===== config.mk =====
export PLATFORM = sky130hd
export DESIGN_NAME = per_source_event_rate_limiter
export DESIGN_NICKNAME = d
export VERILOG_FILES = /design/src/hw/rtl/psrl_pkg.sv /design/src/hw/rtl/psrl_slot_table.sv /design/src/hw/rtl/per_source_event_rate_limiter.sv
export SDC_FILE = /design/constraint.sdc
export NUM_CORES = 1
export LEC_CHECK = 0
export CAP_MARGIN = 20
export CORE_ASPECT_RATIO = 1.75
export CORE_MARGIN = 10
export CORE_UTILIZATION = 30
export DETAILED_ROUTE_END_ITERATION = 6
export DONT_BUFFER_PORTS = 1
export GPL_TIMING_DRIVEN = 0
export SLEW_MARGIN = 15
export SYNTH_ARGS = -nofsm -noshare
export SYNTH_HDL_FRONTEND = slang
export SYNTH_SLANG_ARGS = --single-unit
export TNS_END_PERCENT = 20

===== constraint.sdc =====
create_clock -name clock -period 13.1 [get_ports clock]
set_input_delay 0 -clock clock [delete_from_list [all_inputs] [get_ports clock]]
set_output_delay 0 -clock clock [all_outputs]
set_load 0.05 [all_outputs]

===== src/hw/rtl/psrl_pkg.sv =====
package psrl_pkg;

   localparam int SOURCE_KEY_WIDTH = 32;
   localparam int COUNT_WIDTH      = 8;
   localparam logic [COUNT_WIDTH-1:0] BUDGET_RESET = 8'd8;

   typedef logic [COUNT_WIDTH-1:0] count_type;

   typedef struct packed {
      logic [SOURCE_KEY_WIDTH-1:0] source_key;
      logic                        key_absent;
   } req_type;

   typedef struct packed {
      logic      pass_event;
      count_type source_count;
      logic      table_full;
   } rsp_type;

endpackage


===== src/hw/rtl/psrl_slot_table.sv =====
module psrl_slot_table
   import psrl_pkg::*;
#(
   parameter int SLOTS     = 16,
   parameter int KEY_WIDTH = 32
) (
   input  logic      clock,
   input  logic      reset,
   input  logic      lookup_en,
   input  req_type   lookup_req,
   input  count_type budget,
   output rsp_type   result
);

   logic [SLOTS-1:0] used_ff;
   logic [KEY_WIDTH:0] key_ff [SLOTS];
   count_type        count_ff [SLOTS];

   logic [KEY_WIDTH-1:0] key_val;
   logic [KEY_WIDTH:0]   key_in;
   count_type            count_in;
   count_type            sel_count;
   logic [SLOTS-1:0]     match_vec;
   logic [SLOTS-1:0]     hit_oh;
   logic [SLOTS-1:0]     free_oh;
   logic [SLOTS-1:0]     wr_oh;
   logic                 hit;
   logic                 claim;
   logic                 full;
   logic                 pass;

   // only the low KEY_WIDTH bits of the source key take part in the match; a shorter source key is zero-extended
   generate
      if (KEY_WIDTH <= SOURCE_KEY_WIDTH) begin : g_trunc
         assign key_val = lookup_req.source_key[KEY_WIDTH-1:0];
      end else begin : g_ext
         assign key_val = {{(KEY_WIDTH-SOURCE_KEY_WIDTH){1'b0}}, lookup_req.source_key};
      end
   endgenerate

   // the absent key has its own marker bit and a zero key field
   assign key_in = lookup_req.key_absent ? {1'b1, {KEY_WIDTH{1'b0}}} : {1'b0, key_val};

   always_comb begin
      for (int i = 0; i < SLOTS; i++) begin
         match_vec[i] = used_ff[i] && (key_ff[i] == key_in);
      end
   end

   // isolate the lowest set bit of the matches and the lowest clear bit of the used slots
   assign hit_oh  = match_vec & (~match_vec + SLOTS'(1));
   assign free_oh = ~used_ff & (used_ff + SLOTS'(1));
   assign hit     = |match_vec;
   assign claim   = !hit && !(&used_ff);
   assign full    = !hit && (&used_ff);

   always_comb begin
      sel_count = '0;
      for (int i = 0; i < SLOTS; i++) begin
         sel_count = sel_count | (hit_oh[i] ? count_ff[i] : '0);
      end
   end

   always_comb begin
      count_type base;
      base     = hit ? sel_count : '0;
      pass     = !full && (base < budget);
      count_in = pass ? COUNT_WIDTH'(base + 1'b1) : base;
   end

   assign wr_oh = hit ? hit_oh : (claim ? free_oh : '0);

   always_comb begin
      result.pass_event   = pass;
      result.source_count = full ? '0 : count_in;
      result.table_full   = full;
   end

   always_ff @(posedge clock) begin
      if (reset) begin
         used_ff <= '0;
      end else if (lookup_en && claim) begin
         used_ff <= used_ff | free_oh;
      end
   end

   always_ff @(posedge clock) begin
      for (int i = 0; i < SLOTS; i++) begin
         if (lookup_en && wr_oh[i]) begin
            key_ff[i]   <= key_in;
            count_ff[i] <= count_in;
         end
      end
   end

endmodule


===== src/hw/rtl/per_source_event_rate_limiter.sv =====
// Pipeline: an accepted request waits in the request register; its result is then
// written to the result register once that register is empty or being taken.
// Throughput: one request per cycle while results are taken; the slot table lookup,
// claim and count update are combinational between the two pipeline registers.
// Reset (synchronous, active high): all slots free, budget = 8,
// both pipeline registers empty.
module per_source_event_rate_limiter
   import psrl_pkg::*;
#(
   parameter int SLOTS     = 16,
   parameter int KEY_WIDTH = 32
) (
   input  logic      clock,
   input  logic      reset,
   input  logic      req_valid,
   output logic      req_ready,
   input  req_type   req_payload,
   output logic      rsp_valid,
   input  logic      rsp_ready,
   output rsp_type   rsp_payload,
   input  logic      csr_valid,
   output logic      csr_ready,
   input  count_type csr_data
);

   logic      s1_valid_ff;
   req_type   s1_req_ff;
   logic      rsp_valid_ff;
   rsp_type   rsp_ff;
   count_type budget_ff;
   rsp_type   rsp_in;
   logic      advance;

   assign advance   = s1_valid_ff && (!rsp_valid_ff || rsp_ready);
   assign req_ready = !s1_valid_ff || advance;
   assign csr_ready = 1'b1;

   always_ff @(posedge clock) begin
      if (reset) begin
         budget_ff <= BUDGET_RESET;
      end else if (csr_valid) begin
         budget_ff <= csr_data;
      end
   end

   always_ff @(posedge clock) begin
      if (reset) begin
         s1_valid_ff <= 1'b0;
      end else if (req_ready) begin
         s1_valid_ff <= req_valid;
      end
   end

   always_ff @(posedge clock) begin
      if (req_valid && req_ready) begin
         s1_req_ff <= req_payload;
      end
   end

   psrl_slot_table #(
      .SLOTS     (SLOTS),
      .KEY_WIDTH (KEY_WIDTH)
   ) u_table (
      .clock      (clock),
      .reset      (reset),
      .lookup_en  (advance),
      .lookup_req (s1_req_ff),
      .budget     (budget_ff),
      .result     (rsp_in)
   );

   // hold the result until taken
   always_ff @(posedge clock) begin
      if (reset) begin
         rsp_valid_ff <= 1'b0;
      end else if (advance) begin
         rsp_valid_ff <= 1'b1;
      end else if (rsp_ready) begin
         rsp_valid_ff <= 1'b0;
      end
   end

   always_ff @(posedge clock) begin
      if (advance) begin
         rsp_ff <= rsp_in;
      end
   end

   assign rsp_valid   = rsp_valid_ff;
   assign rsp_payload = rsp_ff;

endmodule


==> reports/results.tsv, run 1 <==
metric	value	unit
clkPwrFrac	41.4	%
relSlewSlack	15.9	%
routedWlPerCell	34.8	um
arrival	10020	ps
tightest_slew	1250	ps
final_common_cell	edfxtp_1	
syn_inst	2898	
antenna_found_initial	11	
layout_min_cycle_time	9640	ps
grt_use_total	23.9	%
hold-path-cell-count	2	
postCtsSetupBuffers	0	
grt_pass1_wl	223000	um
yosysTopAreaCellShare	58.3	%
die_h	478	um
hold_buffers	91	
nets	3181	
rr_worst_depth	26	
synth_largest_area_cell	edfxtp_1	
internal_power	3.90	mW
critPathKind	flop to flop	
clockRootBuffer	clkbuf_16	
seqCellArea	0.0215	mm2
synth_edf_count	699	
slew_violations	0	
hold_viol	0	
swShare	25.8	%
grt_remaining_overflow	0	
start_util	30.1	%
multi_input_area	0.0136	mm2
layout_common_cells	edfxtp_1 (699), nor2_1 (283), xnor2_1 (204), a31oi_1 (187), nor4bb_1 (175)	
ir_drop	91.2	uV
hold_start	req_valid	
status	finished with violations	
htree_num_levels	3	
numCtsBuffers	72	
io_pins	59	
power_switching	1.35	mW
ys_seq_elements	725	
synth.area.top_cells	edfxtp_1 (58%), xnor2_1 (5.1%), nor4bb_1 (4.9%), a31oi_1 (3.3%), nor2_1 (3.1%)	
setup_viol	0	
holdPathEnd	s1_req_ff[0]	
drt_iter0_markers	3226	
cts_sinks	725	
violations	DRC	
synth_cell_types	95	
ys.flop_type	edfxtp_1	
vias	28946	
netlist_area	0.0360	mm2
pwr-share-seq	49.1	%
portBuffers	0	
critPathMaxFanout	16	
tns	0	ps
min_period_over_period	73.6	%
final_cell_area	0.0428	mm2
cp-end-kind	flop	
clk-insertion-delay-late	690	ps
cts.reportedPaths.clkPinSlew	70	ps
drtPass1Iterations	7	
worst-r2r-setup-slack	3460	ps
viasPerCell	6.12	
powerDensity	123	mW/mm2
dieArea	0.135	mm2
rsz0062_at_grt	no	
max_freq	104	MHz
clockBufferDepth	3	
ant_nets	0	
drive_gt1_share	13.4	%
coreArea	0.119	mm2
grt_max_degree	27	
r2r_start	s1_req_ff[0]	
power_leakage	13.6	nW
place_congestion	1.01	
die_w	282	um
ys_seq_area_share	59.8	%
drc	6	
critPathLaunchType	flop	
comb_power_share	9.5	%
cp.required	13480	ps
fillers	11506	
cts_tree	done	
hold_class	input port to flop	
r2r_end	u_table.count_ff[0][55]	
placed_cell_area	0.0394	mm2
final_core_util	35.8	%
grt_pass1_vias	27856	
rows	168	
syn_area_per_cell	12.4	um2
cts_resized	0	
dp_hpwl	118000	um
maxCapViolations	0	
syn-num-nets	2952	
drt-total-wl	165000	um
area.growth.synth_to_final	18.9	%
finalClockSkew	35.8	ps
synth_warnings	0	
async_reset_ff_share	0	%
[layer usage]
| metal | global-route usage [%] | part of all wire (%) | up-vias | wire [um] |
|---|---|---|---|---|
| met5 | 0 | 0.016 | - | 26 |
| met4 | 24.4 | 12 | 4 | 19600 |
| met3 | 6.01 | 8.4 | 698 | 13900 |
| met2 | 40.4 | 49 | 1901 | 80100 |
| met1 | 22.9 | 31 | 14410 | 51000 |
| li1 | - | - | 11933 | - |
[worst max path at each step]
stage	startpoint	to	slack [ps]
final	s1_req_ff[0]	u_table.count_ff[0][55]	3460
after global routing	s1_req_ff[0]	u_table.count_ff[0][23]	3380
after global placement	s1_req_ff[0]	u_table.key_ff[2][72]	1230
after CTS	s1_req_ff[0]	u_table.count_ff[0][7]	3350
after detailed placement	s1_req_ff[0]	u_table.count_ff[1][47]	3420
after floorplan	s1_req_ff[0]	u_table.count_ff[0][32]	6520
[per-stage QoR]
step	std cells	power, mW	hold slack, ps	setup WS, ps
after detailed placement	4486	3.08	98.9	3420
after global placement	4428	3.05	99.0	1230
after floorplan	2898	2.84	98.9	6520
final	4731	5.25	356	3460
after global routing	4720	5.33	367	3380
after CTS	4707	5.23	291	3350
[area by class of cell]
type	count	area share [%]
diodes	18	0.105
plain buffers	202	2.52
clock buffers	90	4.52
clock inverters	40	1.00
inverters	78	0.684
multi-input cells	1893	31.7
flip-flops and latches	725	50.3
well taps	1530	4.47
repair buffers	155	4.75
[cell usage after synthesis (all sizes together), types with 15 or more instances]
cell type / n
nor3: 52
nand2b: 33
nor4bb: 175
dfxtp: 26
nand2: 81
nor4b: 15
o21bai: 21
xor2: 36
nor3b: 16
nand3: 23
o221ai: 15
edfxtp: 699
o22ai: 20
a21oi: 47
inv: 78
nor4: 19
o32ai: 119
nor2b: 44
o21ai: 133
a31oi: 187
nand4: 48
xnor2: 211
nor2: 303
o2bb2ai: 15
clkbuf: 40
buf: 162
[critical path, stage by stage (launching register included)]
cell and delay [ps]:
edfxtp_1 720, buf_6 260, buf_2 460, buf_2 450, buf_2 560, buf_2 560, nor2_1 100, o32ai_1 780
nand4_1 160, nor4_1 270, buf_2 280, buf_2 290, nand3b_1 370, nor2_1 170, clkbuf_1 320, a222oi_1 530
nor4b_4 540, inv_1 130, ha_1 320, nand3_1 70, or2_2 140, nor2_1 40, nor3_1 220, o211ai_1 180
nor4b_4 450, nand4_1 250, xnor2_2 640
[power by group through the flow]
| stage | sequential [mW] | clock [mW] | combinational (mW) |
|---|---|---|---|
| global route | 2.58 | 2.25 | 0.504 |
| CTS | 2.58 | 2.18 | 0.474 |
| floorplan | 2.62 | 0 | 0.219 |
| detailed placement | 2.63 | 0 | 0.449 |
| finish | 2.58 | 2.17 | 0.499 |
| global placement | 2.63 | 0 | 0.416 |
[cells by family after synthesis]
| family | synth area share (%) |
|---|---|
| other | 0.0104 |
| buffers and inverters | 3.80 |
| and+or+nand+nor | 16.0 |
| adders and majority gates | 0.278 |
| DFF | 59.8 |
| AOI/OAI and AO/OA | 13.6 |
| muxes | 0.466 |
| xor gates and xnor gates | 6.01 |
[flip-flops by register name, summed over array words and instances, names as in the netlist]
signal and cells:
s1_valid_ff 1, rsp_valid 1, u_table.key_ff 528, s1_req_ff 33, u_table.count_ff 128, u_table.used_ff 16, budget_ff 8, rsp_payload 10
Note: power is estimated with default switching activity, not from simulation.
==> inputs of run 2 (changes only) <==
==> constraint.sdc (replaced) <==
create_clock -name clock -period 8 [get_ports clock]
set_input_delay 0 -clock clock [delete_from_list [all_inputs] [get_ports clock]]
set_output_delay 0 -clock clock [all_outputs]
set_load 0.05 [all_outputs]
==> run 2 against run 1 <==
The run still ends with DRC left. Combinational power increased by 65%. First-iteration DRC count decreased by 0.53%. Final area increased by 0.68%. Count of clock-buffer cells in the layout unchanged.
==> reports/results.tsv, run 2 (synthesis gave the netlist of run 1 again) <==
metric	value	unit
critPathCapture	u_table.count_ff[1][31]	
cp-end-kind	flop	
portBuffers	0	
ir_drop	149	uV
rows	168	
wl_met2	79600	um
min_period_over_period	99.4	%
hold_start	req_valid	
rr_worst_depth	25	
grt_pass1_vias	27945	
grt_max_degree	27	
final_cell_area	0.0431	mm2
tightest_slew	1150	ps
swShare	25.7	%
r2r_start	s1_req_ff[0]	
grt_remaining_overflow	0	
io_pins	59	
start_util	30.1	%
power_switching	2.21	mW
die_h	478	um
final_cells	4735	
hold_class	input port to flop	
placed_cell_area	0.0394	mm2
max_freq	126	MHz
setup_viol	0	
htree_num_levels	3	
cts_tree	done	
hold_viol	0	
slew_violations	0	
clkPwrFrac	41.4	%
drt_iter0_markers	3209	
cp.required	8430	ps
numCtsBuffers	72	
drive_gt1_share	14.3	%
top_register	u_table.key_ff	
critPathMaxFanout	10	
fillers	11483	
antenna_found_initial	12	
crit_path_start	s1_req_ff[0]	
grt_pass1_wl	223000	um
status	finished with violations	
power_leakage	13.7	nW
clockRootBuffer	clkbuf_16	
arrival	8380	ps
slowest_delay	610	ps
maxCapViolations	0	
cts_sinks	725	
drt-total-wl	164000	um
place_inst	4486	
dr_wl_met3	14300	um
clk-insertion-delay-late	690	ps
reg_top3	u_table.key_ff: 528 flops, u_table.count_ff: 128 flops, s1_req_ff: 33 flops	
cts.reportedPaths.clkPinSlew	70	ps
coreArea	0.119	mm2
wl_met1	50200	um
drc	4	
finalClockSkew	32.9	ps
largest_reg_flops	528	
routed.top_layer	met5	
nets	3185	
critPathKind	flop to flop	
internal_power	6.38	mW
layout_common_cells	edfxtp_1 (699), nor2_1 (283), xnor2_1 (204), a31oi_1 (187), nor4bb_1 (175)	
viasPerCell	6.10	
grt_use_total	23.9	%
comb_power_share	9.6	%
vias	28887	
cpMostUsedCell	buf_4	
final_core_util	36.1	%
die_w	282	um
final_common_cell	edfxtp_1	
violations	DRC	
worst-r2r-setup-slack	40	ps
drtPass1Iterations	7	
powerDensity	200	mW/mm2
area.growth.synth_to_final	19.7	%
dieArea	0.135	mm2
critPathSlowestCell	or4b_1	
dp_hpwl	118000	um
critPathLaunchType	flop	
whs	356	ps
routedWlPerCell	34.6	um
ant_nets	0	
relSlewSlack	22.9	%
pwr-share-seq	49.1	%
r2r_end	u_table.count_ff[1][31]	
clockBufferDepth	3	
layout_min_cycle_time	7960	ps
place_congestion	1.01	
-- run 2: metal layers --
layer | vias up | global-route usage (%)
li1 | 11931 | -
met1 | 14494 | 22.9
met2 | 1784 | 40.3
met3 | 670 | 6.12
met4 | 8 | 24.2
met5 | - | 0
-- run 2: area by class of cell --
class / instances / area [um2] / area share, %
timing repair buffer: 163 / 2090 / 4.86
multi-input combinational: 1893 / 13700 / 31.9
clock inverter: 40 / 428 / 0.993
inverter: 78 / 293 / 0.680
clock buffer: 90 / 1930 / 4.48
sequential: 725 / 21500 / 49.9
buffer: 198 / 1110 / 2.58
antenna: 18 / 45.0 / 0.105
tap: 1530 / 1910 / 4.44
-- run 2: per-stage QoR --
step                      worst slack, ps  TNS [ps]  power [mW]
after floorplan                      1420         0        4.65
after global placement              -3870  -2473890        4.99
after detailed placement            -1680   -133090        5.04
after CTS                            29.4         0        8.56
after global routing                -25.0      -324        8.74
final                                44.9         0        8.59
-- run 2: worst min path at each step --
stage / end / slack, ps / cells past startpoint
global route: s1_req_ff[0] / 370 / 2
floorplan: s1_req_ff[0] / 100 / 0
CTS: s1_req_ff[0] / 290 / 2
finish: s1_req_ff[0] / 360 / 2
detailed placement: s1_req_ff[21] / 100 / 0
global placement: s1_req_ff[22] / 100 / 0
-- run 2: power groups by stage --
stage / clock [mW] / sequential [mW] / combinational (mW)
6_report: 3.55 / 4.22 / 0.821
5_1_grt: 3.69 / 4.22 / 0.832
4_1_cts: 3.56 / 4.22 / 0.781
3_5_place_dp: 0 / 4.30 / 0.735
3_3_place_gp: 0 / 4.31 / 0.681
2_1_floorplan: 0 / 4.29 / 0.359
-- run 2: critical path: cells and delay by family, from the launching register on --
family	cells	cell delay, ps
DFF	1	520
AOI/OAI and AO/OA	6	1180
xor gates and xnor gates	1	250
adders and majority gates	1	310
buffers and inverters	9	2600
and+or+nand+nor	8	2760
-- run 2: repair_timing --
action	CTS	global route
pin swaps	1	8
hold buffers	91	0
setup endpoints to repair	137	134
hold endpoints to repair	77	0
setup buffers	4	4
gates resized for setup	28	27
